**config.mk**
```make
export PLATFORM = sky130hd
export DESIGN_NAME = rmst_cfg
export DESIGN_NICKNAME = d
export VERILOG_FILES = /design/src/hdl/rmst_pkg.sv /design/src/hdl/rmst_cfg.sv
export SDC_FILE = /design/constraint.sdc
export NUM_CORES = 1
export LEC_CHECK = 0
export BUFFER_PORTS_ARGS = -buffer_cell sky130_fd_sc_hd__buf_4
export CELL_PAD_IN_SITES_DETAIL_PLACEMENT = 1
export CELL_PAD_IN_SITES_GLOBAL_PLACEMENT = 1
export CORE_MARGIN = 5
export CORE_UTILIZATION = 19
export DETAILED_ROUTE_END_ITERATION = 6
export PLACE_DENSITY_LB_ADDON = 0.08
export SETUP_SLACK_MARGIN = 0.05
export SLEW_MARGIN = 25
export SYNTH_ARGS = -nofsm -noshare
export SYNTH_HDL_FRONTEND = slang
export SYNTH_SLANG_ARGS = --single-unit
```
**constraint.sdc**
```tcl
create_clock -name clk -period 0.8 [get_ports clk]
set_input_delay 0.04 -clock clk [delete_from_list [all_inputs] [get_ports clk]]
set_output_delay 0.04 -clock clk [all_outputs]
set_load 0.02 [all_outputs]
```
**src/hdl/rmst_pkg.sv**
```systemverilog
package rmst_pkg;

    localparam int LEAF_COUNT = 1024;
    localparam int LEAF_AW    = $clog2(LEAF_COUNT);
    localparam int NODE_AW    = LEAF_AW + 1;
    localparam int IDX_W      = 10;
    localparam int DATA_W     = 32;
    localparam int QW         = ((LEAF_AW > IDX_W) ? LEAF_AW : IDX_W) + 2;
    localparam int PADDR_W    = 3;

    typedef logic signed [DATA_W-1:0] node_t;
    typedef logic [NODE_AW-1:0]       node_addr_t;
    typedef logic [IDX_W-1:0]         idx_t;

    localparam node_t INF_VALUE = 32'sh3f3f3f3f;
    localparam idx_t  TOP_RESET = 10'd1023;
    localparam idx_t  TOP_LIMIT = IDX_W'(LEAF_COUNT - 1);

    typedef enum logic {
        OP_UPDATE = 1'b0,
        OP_QUERY  = 1'b1
    } opcode_t;

    typedef enum logic {
        REG_TOP_INDEX = 1'b0
    } reg_index_t;

    typedef struct packed {
        logic       we;
        node_addr_t addr;
        node_t      wdata;
    } mem_req_t;

    function automatic node_t min_node(input node_t a, input node_t b);
        return (a < b) ? a : b;
    endfunction

endpackage

```
**src/hdl/rmst_cfg.sv**
```systemverilog
module rmst_cfg
    import rmst_pkg::*;
(
    input  logic               clk,
    input  logic               rst_n,
    input  logic               psel,
    input  logic               penable,
    input  logic               pwrite,
    input  logic [PADDR_W-1:0] paddr,
    input  logic [DATA_W-1:0]  pwdata,
    output logic [DATA_W-1:0]  prdata,
    output logic               pready,
    output idx_t               top_index
);

    idx_t top_reg;
    idx_t top_next;
    logic hit_top;

    assign hit_top = (paddr[PADDR_W-1:2] == REG_TOP_INDEX);

    always_comb
    begin
        top_next = top_reg;
        if (psel && penable && pwrite && hit_top)
        begin
            top_next = pwdata[IDX_W-1:0];
        end
    end

    always_ff @(posedge clk or negedge rst_n)
    begin
        if (!rst_n)
        begin
            top_reg <= TOP_RESET;
        end
        else
        begin
            top_reg <= top_next;
        end
    end

    assign prdata    = hit_top ? DATA_W'(top_reg) : '0;
    assign pready    = 1'b1;
    assign top_index = top_reg;

endmodule

```
=== After elaboration in Yosys (flattened, before gate mapping) ===
Cells that the tools add are included.

* Register bits after elaboration: 10
* Latch bits: 0
* RAM bits: 0
* Bits in read-only memories: 0
* Input bits: 40
* Memories kept: 0

* Add/sub/neg operators: 0
* Multiply operators: 0
* Divide/modulo/power cells: 0
* $lt $le $gt $ge: 0
* Equal/unequal tests: 0
* Shift-type cells: 0
* Muxes and demuxes: 1
* Bitwise operators: 1
* Reduce and logical (&&, ||, !) cells: 3

{| class="wikitable"
|+ Operators with widths
! operator !! count
|-
| 10-bit two-way mux || 1
|-
| 1-bit logical AND || 3
|-
| 1-bit inverter || 1
|}

=== Depth between registers and ports, before layout ===
Gate-level depths: netlist of the first run.

* Depth in word-level cells: 3
* Depth in mapped cells: 3
* Depth with buffers taken out: 2

=== Worst setup path after synthesis of the first run ===
OpenSTA, ideal clock, no wires.

* Path kind: flip-flop to output port
* From: reg top_reg[0], in the netlist top_index[0]
* To: out prdata[0]
* Arrival time: 0.935 ns
* Data required time: 0.760 ns
* Slack: -0.175 ns
* Cell stages (with the launch flop): 2
* Cell sequence: dfstp_2 > nor2b_1

* Cells in the longest elaborated chain, start to end: 1

{| class="wikitable"
|+ RTL lines
! element !! line !! source
|-
| start: declaration || rmst_cfg.sv:16 || <nowiki>idx_t top_reg;</nowiki>
|-
| start signal: assignment || rmst_cfg.sv:39 || <nowiki>top_reg <= top_next;</nowiki>
|-
| 10-bit two-way mux || rmst_cfg.sv:43 || <nowiki>assign prdata = hit_top ? DATA_W'(top_reg) : '0;</nowiki>
|-
| end: declaration || rmst_cfg.sv:11 || <nowiki>output logic [DATA_W-1:0] prdata,</nowiki>
|}

Every way passes these cells.

=== Worst setup path after layout of the first run ===
* From: reg top_reg[1], in the netlist top_index[1]
* To: out prdata[1]

The elaborated chain is that of the path after synthesis.

==> results_dict.tcl, run 1 <==
set metrics [dict create \
    final-hold-violation-count 0 \
    path_clk_slew_ns 0.05 \
    finish.utilization_pct 34.2 \
    die_h_um 70.5 \
    worstPathRequired_ns 0.76 \
    finClkSkew_ns 0 \
    post-route-period-util_pct 135 \
    post_drt_wl_per_cell_um 12.0 \
    maxCapViolCount 0 \
    rsz0062_at_grt "true" \
    worstSetupPathType "reg -> out" \
    portBuffers 35 \
    grt_overflow_total 0 \
    start_kind "register" \
    drt_iter0_drc 4 \
    dr.pass1.iters 2 \
    cts_sinks 10 \
    min-delay-start "pwdata[2]" \
    hpwlAfterDp_mm 1.34 \
    cts_buffers 3 \
    layout_min_cycle_time_ns 1.08 \
    avgSynthCellArea_um2 12.0 \
    drtAntennaViolNets 0 \
    largest_reg_flops 10 \
    status "finished, violations left" \
    via_per_inst 3.35 \
    power.leakage_nw 0.646 \
    worstPathArrival_ns 1.04 \
    synth_warnings 0 \
    gp_congestion 0.688 \
    nFillCells 420 \
    h-tree-depth 1 \
    r2r.worst_path.cells 3 \
    die-area_mm2 0.00496 \
    worstSetupEndpointType "output pin" \
    vdd_ir_drop_max_mv 0.474 \
    clk_latency_ns 0.23 \
    grt_pass1_wl_mm 2.82 \
    syn_to_final_growth_pct 77.8 \
    drv_slew 0 \
    fp.dieW_um 70.5 \
    r2r_slack_ns -0.09 \
    ios 83 \
    fmax_ghz 0.925 \
    first_global_vias 549 \
    postSynthCellCount 58 \
    hp-class "in -> reg" \
    crit_path_max_fanout 3 \
    antenna-diode-count 0 \
    vias 512 \
    cts_tree "done" \
    drc_errors 0 \
    syn_area_um2 694 \
    grt_max_degree 11 \
    violations "negative setup slack" \
    grt.total_usage_pct 7.59 \
    reg2reg_to "top_index[7]" \
    powerDensity_mw_per_mm2 2210 \
    fin_ws_ns -0.281 \
    antenna_found_initial 0 \
    ys_types 8 \
    layout-drive-gt1-share_pct 77.1 \
    whs_ns 0.0367 \
    clockBufferDepth 2 \
    holdPathStages 2 \
    setup_violations 26 \
    nNetsFinal 147 \
    cts_root_buf "clkbuf_8" \
    synth_seq_cells 10 \
    initial_utilization_pct 19.3 \
    hold_end "top_index[2]" \
    drt-total-wl_mm 1.84 \
    ys_seq_area_share_pct 37.8 \
    rows 22 \
    setup_tns_ns -4.70 \
    core-area_mm2 0.00361 \
    r2r-start "top_index[7]" \
]
report_power, final:
group          total [mW]  switching [mW]  internal (mW)
Sequential          0.803          0.0983          0.705
Combinational        1.41           0.570          0.837
Clock               0.518           0.189          0.329
critical path, cell delays in order, from the launching register on:
cell and delay [ns]:
dfstp_2 0.55, nor2b_4 0.14, buf_6 0.11
cells in the final DEF (no fill, tap or decap), drive strengths merged:
| cell | instances |
|---|---|
| buf | 47 |
| conb | 23 |
| nor2b | 10 |
| mux2 | 10 |
| dfstp | 10 |
| clkbuf | 3 |
| nand4b | 1 |
| dlygate4sd3 | 1 |
metal layers:
metal	GRT usage, %	part of all wire, %	up-vias
met1	8.82	41	239
met4	4.47	2.3	0
met5	0	0	-
met2	11.4	46	38
met3	3.31	9.7	5
li1	-	-	230
worst max-delay path by stage:
stage                       startpoint      endpoint
final                     top_index[1]     prdata[1]
after global routing      top_index[2]     prdata[2]
after CTS                 top_index[2]     prdata[2]
after detailed placement      paddr[2]  top_index[2]
after global placement        paddr[2]  top_index[6]
after floorplan           top_index[0]     prdata[0]
synthesized netlist by cell type:
| library cell | instances | area, um2 |
|---|---|---|
| buf_4 | 23 | 173 |
| buf_6 | 1 | 11.3 |
| clkbuf_1 | 1 | 3.75 |
| conb_1 | 2 | 7.51 |
| dfstp_2 | 10 | 263 |
| mux2_4 | 10 | 150 |
| nand4b_4 | 1 | 23.8 |
| nor2b_1 | 10 | 62.6 |
per-stage QoR:
step                cells  setup slack (ns)  area (um2)  power [mW]
floorplan              79           -0.0338         850        1.55
global placement      140           -0.0586        1020        1.87
detailed placement    140           -0.0703        1020        1.88
CTS                   147            -0.283        1140        2.55
global route          153            -0.333        1230        2.90
finish                153            -0.281        1230        2.73
cell type report:
type	count	area (um2)	area share (%)
clock buffer	3	41.3	3.34
multi-input combinational	44	398	32.2
timing repair buffer	48	473	38.3
tap	48	60.1	4.86
sequential	10	263	21.3
logic make-up (layout without fill, tap and decap cells):
group / count (synthesis) / after routing / share of synthesized area, %
simple gates: 11 / 11 / 12.4
other cells: 2 / 23 / 1.08
buf+inv: 25 / 51 / 27.0
mux: 10 / 10 / 21.6
flops: 10 / 10 / 37.8
timing repair:
action / in CTS / in global routing
endpoints found under the setup margin: 20 / 26
hold buffers: 1 / 0
setup buffers: 3 / 6
endpoints found under the hold margin: 10 / 0
pin swaps: 0 / 0
resized for setup: 13 / 13
No activity file was read; power rests on OpenSTA's default activity.
==> run 2, diff against run 1 <==
--- a/config.mk
+++ b/config.mk
@@ -5,11 +5,12 @@
 export SDC_FILE = /design/constraint.sdc
 export NUM_CORES = 1
 export LEC_CHECK = 0
+export ABC_AREA = 1
 export BUFFER_PORTS_ARGS = -buffer_cell sky130_fd_sc_hd__buf_4
 export CELL_PAD_IN_SITES_DETAIL_PLACEMENT = 1
 export CELL_PAD_IN_SITES_GLOBAL_PLACEMENT = 1
 export CORE_MARGIN = 5
-export CORE_UTILIZATION = 19
+export CORE_UTILIZATION = 17
 export DETAILED_ROUTE_END_ITERATION = 6
 export PLACE_DENSITY_LB_ADDON = 0.08
 export SETUP_SLACK_MARGIN = 0.05
==> results_dict.tcl, run 2 <==
set metrics [dict create \
    hpwlAfterDp_mm 1.77 \
    drtAntennaViolNets 0 \
    first_global_vias 671 \
    h-tree-depth 1 \
    violations "negative setup slack" \
    vias 683 \
    hp-class "in -> reg" \
    synth_flop_cell "dfstp_2" \
    slowest_delay_ns 0.56 \
    final-hold-violation-count 0 \
    largest_reg_flops 10 \
    layout_common_cells "33 x buf_4, 23 x conb_1, 21 x nand2_1, 21 x buf_6" \
    antenna-diode-count 0 \
    maxCapViolCount 0 \
    crit_buf_inv 2 \
    core-area_mm2 0.00397 \
    cts_root_buf "clkbuf_8" \
    drt-total-wl_mm 2.18 \
    async_flop_share_pct 100 \
    fp.dieW_um 73.7 \
    grt_overflow_total 0 \
    worstSetupPathType "reg -> out" \
    synth_warnings 0 \
    post-route-period-util_pct 134 \
    grt_max_degree 11 \
    final_common_cell "buf_4" \
    ys_seq_area_share_pct 38.0 \
    layout-drive-gt1-share_pct 61.2 \
    worstPathArrival_ns 1.03 \
    syn_to_final_growth_pct 82.4 \
    start_kind "register" \
    finClkSkew_ns 0 \
    ys_types 11 \
    ios 83 \
    grt_pass1_wl_mm 3.21 \
    post_drt_wl_per_cell_um 11.0 \
    yosysTopAreaCell "dfstp_2" \
    avgSynthCellArea_um2 7.43 \
    rsz0062_at_grt "true" \
    critPathTopFamily "flip-flops" \
    cts_sinks 10 \
    synth_edf_count 0 \
    drc_errors 0 \
    synth_area_leaders "dfstp_2 38%, buf_4 26%, nand2_1 11%" \
    synth_common_cells "24 x buf_4, 21 x nand2_1, 12 x inv_1" \
    status "finished, violations left" \
    via_per_inst 3.47 \
    rows 23 \
    cts_buffers 3 \
    postSynthCellCount 93 \
    syn_area_um2 691 \
    initial_utilization_pct 17.4 \
    gp_congestion 0.667 \
    cts_tree "done" \
    powerDensity_mw_per_mm2 2080 \
    drv_slew 0 \
    clockBufferDepth 2 \
    die-area_mm2 0.00544 \
    path_clk_slew_ns 0.05 \
    portBuffers 35 \
    dr.pass1.iters 2 \
    whs_ns 0.0271 \
    die_h_um 73.7 \
    crit_path_max_fanout 3 \
    synth_seq_cells 10 \
    nNetsFinal 188 \
    setup_violations 25 \
    crit_slowest_cell "dfstp_2" \
    drt_iter0_drc 16 \
    fmax_ghz 0.933 \
    vdd_ir_drop_max_mv 0.523 \
    layout_min_cycle_time_ns 1.07 \
    clk_latency_ns 0.23 \
    worstSetupEndpointType "output pin" \
    power.leakage_nw 0.658 \
    worstPathRequired_ns 0.76 \
    synth_top_area_share_pct 38.0 \
    fin_ws_ns -0.272 \
    dp_slack_ns -0.0480 \
    antenna_found_initial 0 \
    grt.total_usage_pct 7.92 \
    yosysMostFrequentCell "buf_4" \
    worstPathCellList "inv_2 > nor2_4 > buf_6" \
]
[run 2: cell types whose count changed in the layout (fill, tap and decap cells not counted), sizes merged]
cell,change
nand2,+22
inv,+12
nor2,+11
mux2,-10
nand3,+10
nor2b,-10
buf,+7
clkbuf,+1
nand4b,-1
[run 2: area by class of cell]
cell class,instances,area [um2]
inverters,12,45.0
repair buffers,55,494
well taps,50,62.6
flip-flops and latches,10,263
fillers,491,2710
multi-input cells,66,340
clock buffers,4,55.1
[run 2: worst reg2reg max path, delay by kind of cell, from the launching register on]
kind / cells / cell delay, ns
AND/OR/NAND/NOR: 2 / 0.10
flip-flops: 1 / 0.55
buffers and inverters: 2 / 0.20
[run 2: worst paths after layout]
check / start / cells past startpoint / slack (ns) / end
max in group asynchronous: rst_n / 2 / 0.38 / top_index[0]
max reg2reg: top_index[7] / 4 / -0.11 / top_index[7]
min reg2reg: top_index[8] / 2 / 0.48 / top_index[8]
min in group asynchronous: rst_n / 2 / 0.39 / top_index[7]
max: top_index[5] / 3 / -0.27 / prdata[5]
min: pwdata[5] / 3 / 0.03 / top_index[5]
[run 2: metal layers]
metal  vias up  share of wire (%)  GRT usage (%)
met5         -                  0              0
met4         0               0.78           3.62
met3         2                8.9           1.92
met2        32                 53           14.2
met1       310                 37           8.70
li1        339                  -              -
[run 2: per-stage QoR]
step	area (um2)	std cells	setup TNS [ns]	total power [mW]	util, %
6_report	1260	197	-4.90	2.62	31.7
5_1_grt	1260	197	-5.90	2.79	31.7
4_1_cts	1200	192	-4.73	2.55	30.3
3_5_place_dp	1050	183	-0.335	1.72	26.4
3_3_place_gp	1050	183	-0.217	1.71	26.4
2_1_floorplan	845	114	-0.352	1.38	-
[run 2: power by group]
part	internal, mW	switching [mW]
combinational	0.601	0.624
clock	0.433	0.199
sequential	0.675	0.0887
[run 2: cells by family after synthesis]
kind of cell  after synthesis  synth area share (%)
other cells                 2                  1.09
buf+inv                    38                  35.0
simple gates               43                  25.9
flops                      10                  38.0
[run 2: timing repair]
item | CTS | global route
endpoints found under the setup margin | 23 | 28
buffers inserted | 4 | 5
pin swaps | 0 | 4
hold buffers | 1 | 0
gates resized for setup | 26 | 5
endpoints found under the hold margin | 10 | 0
